[config.mk]
export PLATFORM = sky130hd
export DESIGN_NAME = life_generation_row_step
export DESIGN_NICKNAME = d
export VERILOG_FILES = /design/src/rtl/lgrs_pkg.sv /design/src/rtl/life_generation_row_step.sv
export SDC_FILE = /design/constraint.sdc
export NUM_CORES = 1
export LEC_CHECK = 0
export BUFFER_PORTS_ARGS = -buffer_cell sky130_fd_sc_hd__buf_4
export CAP_MARGIN = 30
export CORE_ASPECT_RATIO = 0.9
export CORE_MARGIN = 1.5
export CORE_UTILIZATION = 62
export CTS_CLUSTER_DIAMETER = 50
export DETAILED_ROUTE_END_ITERATION = 8
export PLACE_DENSITY_LB_ADDON = 0.3
export SETUP_SLACK_MARGIN = 0.5
export SLEW_MARGIN = 40
export SYNTH_ARGS = -nofsm -noshare
export SYNTH_HDL_FRONTEND = slang
export SYNTH_SLANG_ARGS = --single-unit
[constraint.sdc]
create_clock -name clk -period 9.1 [get_ports clk]
set_input_delay 2.275 -clock clk [delete_from_list [all_inputs] [get_ports clk]]
set_output_delay 2.275 -clock clk [all_outputs]
set_load 0.1 [all_outputs]
[src/rtl/lgrs_pkg.sv]
// shared constants for the row-streaming life generation step
// no dependencies
`default_nettype none

package lgrs_pkg;

	localparam int CELLS_W        = 64;
	localparam int ROW_NUM_W      = 10;
	localparam int GRID_W_W       = 7;
	localparam int IN_DATA_W      = 64;
	localparam int OUT_DATA_W     = 80;
	localparam int APB_ADDR_W     = 3;
	localparam int APB_DATA_W     = 32;

	localparam int MAX_WIDTH_DEF  = 64;
	localparam int MAX_ROWS_DEF   = 1024;

	localparam logic [GRID_W_W-1:0] COL_COUNT_RESET = 7'd64;

	// register word index
	localparam logic REG_COL_COUNT = 1'b0;

endpackage

`default_nettype wire

[src/rtl/life_generation_row_step.sv]
// one generation of the b3/s23 automaton, streamed one grid row per transaction
// uses lgrs_pkg; apb register col_count at byte address 0
// a result passes the operand stage and then the output register before it is on m_tdata
// throughput: one row per cycle while m_tready keeps the output moving; a final row after
//   earlier rows produces two results and holds the input side until the first is in the output register
// the output register lets the next row be taken while a result waits
// reset (async, active low) clears row history, row counter and pending results;
//   col_count returns to 64
`default_nettype none

module life_generation_row_step
	import lgrs_pkg::*;
#(
	parameter int MAX_WIDTH = MAX_WIDTH_DEF,
	parameter int MAX_ROWS  = MAX_ROWS_DEF
) (
	input  wire logic                  clk,
	input  wire logic                  arst_n,
	// input rows
	input  wire logic                  s_tvalid,
	output logic                       s_tready,
	input  wire logic [IN_DATA_W-1:0]  s_tdata,  // [63:0] row_cells
	input  wire logic                  s_tlast,  // final_row
	// result rows
	output logic                       m_tvalid,
	input  wire logic                  m_tready,
	output logic [OUT_DATA_W-1:0]      m_tdata,  // [63:0] next_cells, [73:64] row_number,
	                                             // [74] row_alive, [75] row_changed, [79:76] zero
	output logic                       m_tlast,  // last
	// configuration
	input  wire logic                  psel,
	input  wire logic                  penable,
	input  wire logic                  pwrite,
	input  wire logic [APB_ADDR_W-1:0] paddr,
	input  wire logic [APB_DATA_W-1:0] pwdata,
	output logic [APB_DATA_W-1:0]      prdata,
	output logic                       pready
);

	localparam int MW = MAX_WIDTH;
	localparam int CW = (MAX_ROWS > 1) ? $clog2(MAX_ROWS) : 1;
	localparam logic [CW-1:0] CNT_LAST = CW'(MAX_ROWS - 1);
	localparam logic [GRID_W_W-1:0] MW_CODE = GRID_W_W'(MAX_WIDTH);

	// ---------------- configuration ----------------
	logic [GRID_W_W-1:0] col_count_q;
	logic                cfg_wr;

	assign pready = 1'b1;
	assign cfg_wr = psel && penable && pwrite && pready;

	always_ff @(posedge clk or negedge arst_n) begin
		if (!arst_n) begin
			col_count_q <= COL_COUNT_RESET;
		end else if (cfg_wr && (paddr[2] == REG_COL_COUNT)) begin
			col_count_q <= pwdata[GRID_W_W-1:0];
		end
	end

	always_comb begin
		prdata = '0;
		if (paddr[2] == REG_COL_COUNT) begin
			prdata[GRID_W_W-1:0] = col_count_q;
		end
	end

	// column mask from the clamped width
	logic [GRID_W_W-1:0] eff_w;
	logic [MW-1:0]       col_mask;

	always_comb begin
		if (col_count_q == '0) begin
			eff_w = GRID_W_W'(1);
		end else if (col_count_q > MW_CODE) begin
			eff_w = MW_CODE;
		end else begin
			eff_w = col_count_q;
		end
	end

	for (genvar x = 0; x < MW; x++) begin : g_mask
		assign col_mask[x] = (GRID_W_W'(x) < eff_w);
	end

	// ---------------- row history ----------------
	logic [MW-1:0] upper_q;
	logic [MW-1:0] middle_q;
	logic          held_q;
	logic [CW-1:0] count_q;

	logic          in_acc;
	logic [MW-1:0] cur_row;

	assign in_acc  = s_tvalid && s_tready;
	assign cur_row = s_tdata[MW-1:0] & col_mask;

	always_ff @(posedge clk or negedge arst_n) begin
		if (!arst_n) begin
			upper_q  <= '0;
			middle_q <= '0;
			held_q   <= 1'b0;
			count_q  <= '0;
		end else if (in_acc) begin
			if (s_tlast) begin
				// end of generation
				upper_q  <= '0;
				middle_q <= '0;
				held_q   <= 1'b0;
				count_q  <= '0;
			end else begin
				upper_q  <= held_q ? middle_q : '0;
				middle_q <= cur_row;
				held_q   <= 1'b1;
				count_q  <= (count_q == CNT_LAST) ? '0 : count_q + CW'(1);
			end
		end
	end

	// ---------------- operand stage ----------------
	// pa: result for the held middle row, pb: result for the final row itself
	logic          pa_s1, pb_s1;
	logic [MW-1:0] up_s1, mid_s1, cur_s1;
	logic [CW-1:0] idx_s1;
	logic          out_load;

	assign s_tready = !(pa_s1 || pb_s1) || (out_load && !(pa_s1 && pb_s1));

	always_ff @(posedge clk or negedge arst_n) begin
		if (!arst_n) begin
			pa_s1 <= 1'b0;
			pb_s1 <= 1'b0;
		end else if (in_acc) begin
			pa_s1 <= held_q;
			pb_s1 <= s_tlast;
		end else if (out_load) begin
			if (pa_s1) begin
				pa_s1 <= 1'b0;
			end else begin
				pb_s1 <= 1'b0;
			end
		end
	end

	always_ff @(posedge clk) begin
		if (in_acc) begin
			up_s1  <= upper_q;
			mid_s1 <= held_q ? middle_q : '0;
			cur_s1 <= cur_row;
			idx_s1 <= count_q;
		end
	end

	// ---------------- neighbor counting ----------------
	logic [MW-1:0] op_above, op_row, op_below;
	logic [MW+1:0] ab_ext, rw_ext, bl_ext;
	logic [MW-1:0] nxt_raw, nxt_row, old_row;
	logic [CW-1:0] res_idx;

	always_comb begin
		if (pa_s1) begin
			op_above = up_s1;
			op_row   = mid_s1;
			op_below = cur_s1;
			res_idx  = (idx_s1 == '0) ? CNT_LAST : idx_s1 - CW'(1);
		end else begin
			op_above = mid_s1;
			op_row   = cur_s1;
			op_below = '0;
			res_idx  = idx_s1;
		end
	end

	// dead column on each side
	assign ab_ext = {1'b0, op_above & col_mask, 1'b0};
	assign rw_ext = {1'b0, op_row & col_mask, 1'b0};
	assign bl_ext = {1'b0, op_below & col_mask, 1'b0};
	assign old_row = op_row & col_mask;

	for (genvar x = 0; x < MW; x++) begin : g_cell
		logic [3:0] nbr;
		assign nbr = 4'(ab_ext[x]) + 4'(ab_ext[x+1]) + 4'(ab_ext[x+2])
		           + 4'(rw_ext[x]) + 4'(rw_ext[x+2])
		           + 4'(bl_ext[x]) + 4'(bl_ext[x+1]) + 4'(bl_ext[x+2]);
		assign nxt_raw[x] = (nbr == 4'd3) || (rw_ext[x+1] && (nbr == 4'd2));
	end

	assign nxt_row = nxt_raw & col_mask;

	// ---------------- output register ----------------
	logic [MW-1:0]        out_cells_q;
	logic [ROW_NUM_W-1:0] out_num_q;
	logic                 out_alive_q, out_changed_q, out_last_q;
	logic                 m_valid_q;
	logic [CW+ROW_NUM_W-1:0] idx_ext;

	assign idx_ext  = {{ROW_NUM_W{1'b0}}, res_idx};
	assign out_load = (pa_s1 || pb_s1) && (!m_valid_q || m_tready);

	always_ff @(posedge clk or negedge arst_n) begin
		if (!arst_n) begin
			m_valid_q <= 1'b0;
		end else if (out_load) begin
			m_valid_q <= 1'b1;
		end else if (m_tready) begin
			m_valid_q <= 1'b0;
		end
	end

	always_ff @(posedge clk) begin
		if (out_load) begin
			out_cells_q   <= nxt_row;
			out_num_q     <= idx_ext[ROW_NUM_W-1:0];
			out_alive_q   <= |nxt_row;
			out_changed_q <= (nxt_row != old_row);
			out_last_q    <= !pa_s1;
		end
	end

	logic [CELLS_W-1:0] cells_ext;

	always_comb begin
		cells_ext = '0;
		cells_ext[MW-1:0] = out_cells_q;
	end

	assign m_tvalid = m_valid_q;
	assign m_tdata  = {4'b0000, out_changed_q, out_alive_q, out_num_q, cells_ext};
	assign m_tlast  = out_last_q;

endmodule

`default_nettype wire

# Word-level counts from Yosys, hierarchy flattened
# Index checks and enable logic that the tools add are counted.
[word_totals]
register_bits = 428
input_bits = 107
output_inout_bits = 116
elab_cells = 831
[classes]
add_sub_neg = 443
magnitude_cmp = 65
eq_ne = 131
mux = 21
bitwise_logic = 6
n_reduce_logical = 148
[op_table]
columns = ["operator", "count"]
rows = [
  ["adder 4 x 1 -> 4 bit", 252],
  ["equality test 4 x 2 -> 1 bit, second input constant", 128],
  ["2-to-1 mux 64 bit", 6],
  ["bitwise AND 64 bit", 5],
  ["adder 3 x 1 -> 4 bit", 63],
  ["< comparator 6 x 7 -> 1 bit, first input constant", 32],
  ["adder 2 x 1 -> 3 bit", 63],
  ["adder 1 x 1 -> 2 bit", 63],
  ["< comparator 5 x 7 -> 1 bit, first input constant", 16],
  ["logical AND 1 bit", 71],
  ["logical OR 1 bit", 67],
  ["!= test 64 bit", 1],
  ["OR reduction 64 bit", 1],
  ["< comparator 4 x 7 -> 1 bit, first input constant", 8],
  ["2-to-1 mux 10 bit", 4],
  ["< comparator 3 x 7 -> 1 bit, first input constant", 4],
  ["2-to-1 mux 7 bit", 3],
  ["< comparator 1 x 7 -> 1 bit, first input constant", 2],
  ["< comparator 2 x 7 -> 1 bit, first input constant", 2],
  ["adder 10 x 1 -> 10 bit, second input constant", 1],
  ["equality test 10 bit, second input constant", 1],
  ["logical NOT 10 bit", 1],
  ["subtractor 10 x 1 -> 10 bit, second input constant", 1],
  ["2-to-1 mux 1 bit", 8],
  ["7 further kinds", 11],
]

# Longest topological paths before layout
[depth]
depth_word = 17
ltp_mapped = 24
depth_no_buf = 18

# Worst setup path after synthesis
# No wires, ideal clock.
[synth_path]
kind = "input-to-reg"
startpoint = "in m_tready"
endpoint = "reg count_q[7]"
setup_time_ns = 0.126
arrival_ns = 9.657
t_required_ns = 8.974
slack_ns = -0.683
path_stages = 9
path_buffers = 2
path_cell_list = "nor2b_1 maj3_1 nand2b_1 clkbuf_1 inv_1 buf_1 o21ai_0 nand2_1 nand2_1"
[synth_via]
elab_chain_len = 5
[synth_rtl]
columns = ["element", "line_no", "rtl"]
rows = [
  ["from (decl)", "life_generation_row_step.sv:26", "input wire logic m_tready,"],
  ["logical OR 1 bit", "life_generation_row_step.sv:197", "assign out_load = (pa_s1 || pb_s1) && (!m_valid_q || m_tready);"],
  ["logical AND 1 bit", "life_generation_row_step.sv:197", ""],
  ["logical AND 1 bit", "life_generation_row_step.sv:126", "assign s_tready = !(pa_s1 || pb_s1) || (out_load && !(pa_s1 && pb_s1));"],
  ["logical OR 1 bit", "life_generation_row_step.sv:126", ""],
  ["logical AND 1 bit", "life_generation_row_step.sv:94", "assign in_acc = s_tvalid && s_tready;"],
  ["net in_acc", "life_generation_row_step.sv:91", "logic in_acc;"],
  ["to (signal assigned)", "life_generation_row_step.sv:114", "count_q <= (count_q == CNT_LAST) ? '0 : count_q + CW'(1);"],
  ["to (decl)", "life_generation_row_step.sv:89", "logic [CW-1:0] count_q;"],
]
# The timed path passes the listed nets, and every way through them passes these cells.
# A chain may end at the register's enable or synchronous reset.

# Final worst setup path
[layout_path]
startpoint = "reg col_count_q[6]"
endpoint = "reg out_changed_q, data pin"
[layout_via]
elab_chain_len = 17
word_cells_on_any_way = 770
cone_classes = "441 x add/sub; 65 x order compare; 129 x eq/ne; 2 x mux; 4 x bitwise; 129 x reduce/logical"
[layout_rtl]
columns = ["element", "line_no", "rtl"]
rows = [
  ["from (decl)", "life_generation_row_step.sv:46", "logic [GRID_W_W-1:0] col_count_q;"],
  ["from (signal assigned)", "life_generation_row_step.sv:56", "col_count_q <= pwdata[GRID_W_W-1:0];"],
  ["greater-than comparator 7 bit", "life_generation_row_step.sv:74", "end else if (col_count_q > MW_CODE) begin"],
  ["2-to-1 mux 7 bit", "life_generation_row_step.sv:74", ""],
  ["2-to-1 mux 7 bit *", "life_generation_row_step.sv:72", "if (col_count_q == '0) begin"],
  ["< comparator 1 x 7 -> 1 bit, or another cell as far along", "life_generation_row_step.sv:82", "assign col_mask[x] = (GRID_W_W'(x) < eff_w);"],
  ["bitwise AND 64 bit", "life_generation_row_step.sv:174", "assign ab_ext = {1'b0, op_above & col_mask, 1'b0};"],
  ["adder 1 x 1 -> 2 bit", "life_generation_row_step.sv:181", "assign nbr = 4'(ab_ext[x]) + 4'(ab_ext[x+1]) + 4'(ab_ext[x+2])"],
  ["adder 2 x 1 -> 3 bit", "life_generation_row_step.sv:181", ""],
  ["adder 3 x 1 -> 4 bit", "life_generation_row_step.sv:182", "+ 4'(rw_ext[x]) + 4'(rw_ext[x+2])"],
  ["adder 4 x 1 -> 4 bit", "life_generation_row_step.sv:182", ""],
  ["adder 4 x 1 -> 4 bit (3 in series)", "life_generation_row_step.sv:183", "+ 4'(bl_ext[x]) + 4'(bl_ext[x+1]) + 4'(bl_ext[x+2]);"],
  ["equality test 4 x 2 -> 1 bit", "life_generation_row_step.sv:184", "assign nxt_raw[x] = (nbr == 4'd3) || (rw_ext[x+1] && (nbr == 4'd2));"],
  ["logical AND 1 bit", "life_generation_row_step.sv:184", ""],
  ["logical OR 1 bit", "life_generation_row_step.sv:184", ""],
  ["bitwise AND 64 bit", "life_generation_row_step.sv:187", "assign nxt_row = nxt_raw & col_mask;"],
  ["!= test 64 bit *", "life_generation_row_step.sv:214", "out_changed_q <= (nxt_row != old_row);"],
  ["to (signal assigned)", "life_generation_row_step.sv:214", ""],
  ["to (decl)", "life_generation_row_step.sv:192", "logic out_alive_q, out_changed_q, out_last_q;"],
]
# Every way passes the cells marked *; elsewhere a longest branch is shown, timed or not.

==> metrics <==
post-synth cell types 77; crit path cell chain buf_4 > and4b_1 > nor2_1 > nor2b_1 > inv_1 > fa_1 > inv_1 > fa_1 > fa_1 > ha_1 > fa_1 > and4b_1 > a21oi_1 > nor3_1 > a2111oi_0 > nand4_1 > nor4_1 > nand4_1; GR Util met1 51.8%; Setup Skew about 27 ps; DP HPWL slightly above 70000 um; Top FF cell, synth edfxtp_1; R2R setup slack 1570 ps; worst min-delay path class flip-flop to flip-flop; Num CTS Buffers 48; yosys warns 0; max cap viols 0; async set-or-reset flop fraction in the synthesized netlist 34.8%; post-place setup slack between 1500 and 2000 ps; setup bufs post-CTS 0; final setup vio count 0; startpoint types flip-flop; clock latency on the worst-skew pair approximately 620 ps; RSZ-0062 raised after global routing false; vias in the first global route ~24000; family with the most delay on the worst path simple AND/OR/NAND/NOR gates; Critical Path Most Common Cell fa_1; synthesis-stage register bit count 428; Slew HR between 30 and 40%; minimum clock period between 7000 and 8000 ps; TNS Setup 0 ps; Clock Tree Buf Depth 3; outcome completed; vias per cell 6.35; GP Congestion around 1; met3 usage under 10%; Clock Tree Root clkbuf_16; Sink Count approximately 430; pin count of the biggest net entering global routing about 150; Worst Max-Slew Pin Slew roughly 940 ps; Layout Cells excl Fill between 3000 and 4000; arrival time worst endpoint 7800 ps; post-route ant nets 0; Initial Util between 60 and 70%; WL/cell about 25 um; post-synthesis sequential area ratio between 30% and 40%; met2 Track Usage GR between 50% and 60%; num ports approximately 220; Top Usage Layer GRT met2; Post-synth EDFFs 279; dpl cells 3650; final core occ 70.7%; Tcrit/Tclk final 82.7%; die height about 220 um; slowest CP cell dfstp_2; DRC Markers 0; clk slew on worst S/H paths 70 ps; Die ar. ~52000 sq um; first-pass GRT wire length around 140000 um; post-route setup slack 1570 ps; initial antenna violation count 5; H-Tree Depth 2; Rows just under 80; area grow syn2layout 12.0%; core footprint 49300 sq um; fraction of layout cells with a size suffix above 1 around 14%; drt pass-1 iters 5; crit path max fanout 38; slowest stage delay, CP 830 ps; fmax around 130 MHz; most frequent cells in the layout 335 x inv_1, 279 x edfxtp_1, 272 x nand2_1, 251 x fa_1, 199 x buf_4; worst path required time approximately 9400 ps; final WL approximately 95000 um; hold buffers post-CTS 0; CP endpoint kind flip-flop; First DRT Iteration DRCs roughly 2400; Synth Cell Area 31200 sq um; final hold vios 0; Global Route Usage Sum between 30% and 40%; TritonCTS clock tree yes; Syn Inst Count ~2900; final layout net count around 3600; max-slew violations 0; cts repair resizes 0; Die X about 240 um; critical path class flip-flop to flip-flop; GR Overflow Total 0; Buf/Inv on CP 3; Synth Area per Inst roughly 11 sq um; commonest non-fill, non-tap cell in the layout inv_1; number of port buffers approximately 170; DR vias 23800
[sequential cells by signal (all words and copies together) (netlist names), 7 cells and up]
name,count
count_q,10
cur_s1,64
idx_s1,10
upper_q,64
up_s1,64
cells_ext,64
out_num_q,10
mid_s1,64
col_count_q,7
middle_q,64
[routing by layer]
metal / vias up / part of all wire, %
met5: - / 0.029
met4: 2 / 5.2
met3: 290 / 11
met2: 1288 / 44
met1: 11900 / 40
li1: 10300 / -
[layout make-up]
cell class	instances	area, sq um
antenna	5	12.5
multi-input combinational	2008	17300
timing repair buffer	209	1690
inverter	337	1270
sequential	428	12100
tap	671	840
clock inverter	38	377
clock buffer	52	1240
fill	3575	14400
[per-stage QoR]
step	hold WS, ps	area [sq um]
floorplan	425	31300
global placement	431	33000
detailed placement	432	33100
CTS	447	34800
global route	461	34900
finish	446	34900
[logic make-up after synthesis]
kind of cell | after synthesis | share of synthesized area (%)
compound gates | 407 | 9.07
mux | 159 | 5.44
flops | 428 | 38.9
fa+ha+maj | 443 | 23.8
other cells | 2 | 0.0241
xor+xnor | 9 | 0.253
buf+inv | 479 | 6.27
simple gates | 960 | 16.3
[worst paths after layout]
path / endpoint / cells past startpoint / start
max: out_changed_q / 18 / col_count_q[6]
min: up_s1[50] / 0 / upper_q[50]
max reg2reg: out_changed_q / 18 / col_count_q[6]
min reg2reg: up_s1[50] / 0 / upper_q[50]
max in group asynchronous: pa_s1 / 3 / arst_n
min in group asynchronous: col_count_q[2] / 1 / arst_n
[worst reg2reg max path, delay by kind of cell (launching register included)]
family                   cells  cell delay (ps)
flip-flops                   1              830
buffers and inverters        3              750
adder cells (fa/ha/maj)      5             2050
AND/OR/NAND/NOR              8             2670
AO/OA/AOI/OAI                2              870
[synth_stat cells, drive strengths merged (4+ instances only)]
| cell | count | share of area [%] |
|---|---|---|
| buf | 72 | 1.4 |
| dfrtp | 148 | 12 |
| nor4 | 25 | 0.50 |
| a31oi | 16 | 0.32 |
| o21a | 10 | 0.24 |
| or4 | 7 | 0.18 |
| o41ai | 9 | 0.25 |
| a22o | 67 | 1.9 |
| a2111oi | 9 | 0.26 |
| nor3 | 67 | 1.1 |
| fa | 251 | 16 |
| o21ai | 72 | 1.2 |
| or2 | 15 | 0.30 |
| nand3 | 54 | 0.87 |
| inv | 336 | 4.0 |
| a211oi | 16 | 0.39 |
| a211o | 4 | 0.11 |
| nand4 | 12 | 0.24 |
| a221oi | 4 | 0.11 |
| a32oi | 6 | 0.17 |
| nand2b | 17 | 0.34 |
| nor2 | 160 | 2.0 |
| nor4b | 8 | 0.22 |
| xnor2 | 4 | 0.11 |
| ha | 191 | 7.7 |
| nand3b | 4 | 0.096 |
| mux2 | 82 | 3.0 |
| and3 | 24 | 0.48 |
| xor2 | 5 | 0.14 |
| nor3b | 34 | 0.82 |
| a22oi | 30 | 0.72 |
| a21o | 11 | 0.27 |
| and4b | 47 | 1.5 |
| a21oi | 88 | 1.5 |
| nand2 | 272 | 3.3 |
| edfxtp | 279 | 27 |
| and2 | 130 | 2.6 |
| mux2i | 77 | 2.5 |
| o31ai | 30 | 0.72 |
| nand4b | 7 | 0.20 |
| or3 | 8 | 0.16 |
| nor2b | 67 | 1.3 |
| o211ai | 5 | 0.12 |
| clkbuf | 70 | 0.84 |
Power is not shown: default switching activity piles up to over one toggle a cycle in this logic, so the estimate is an artifact.
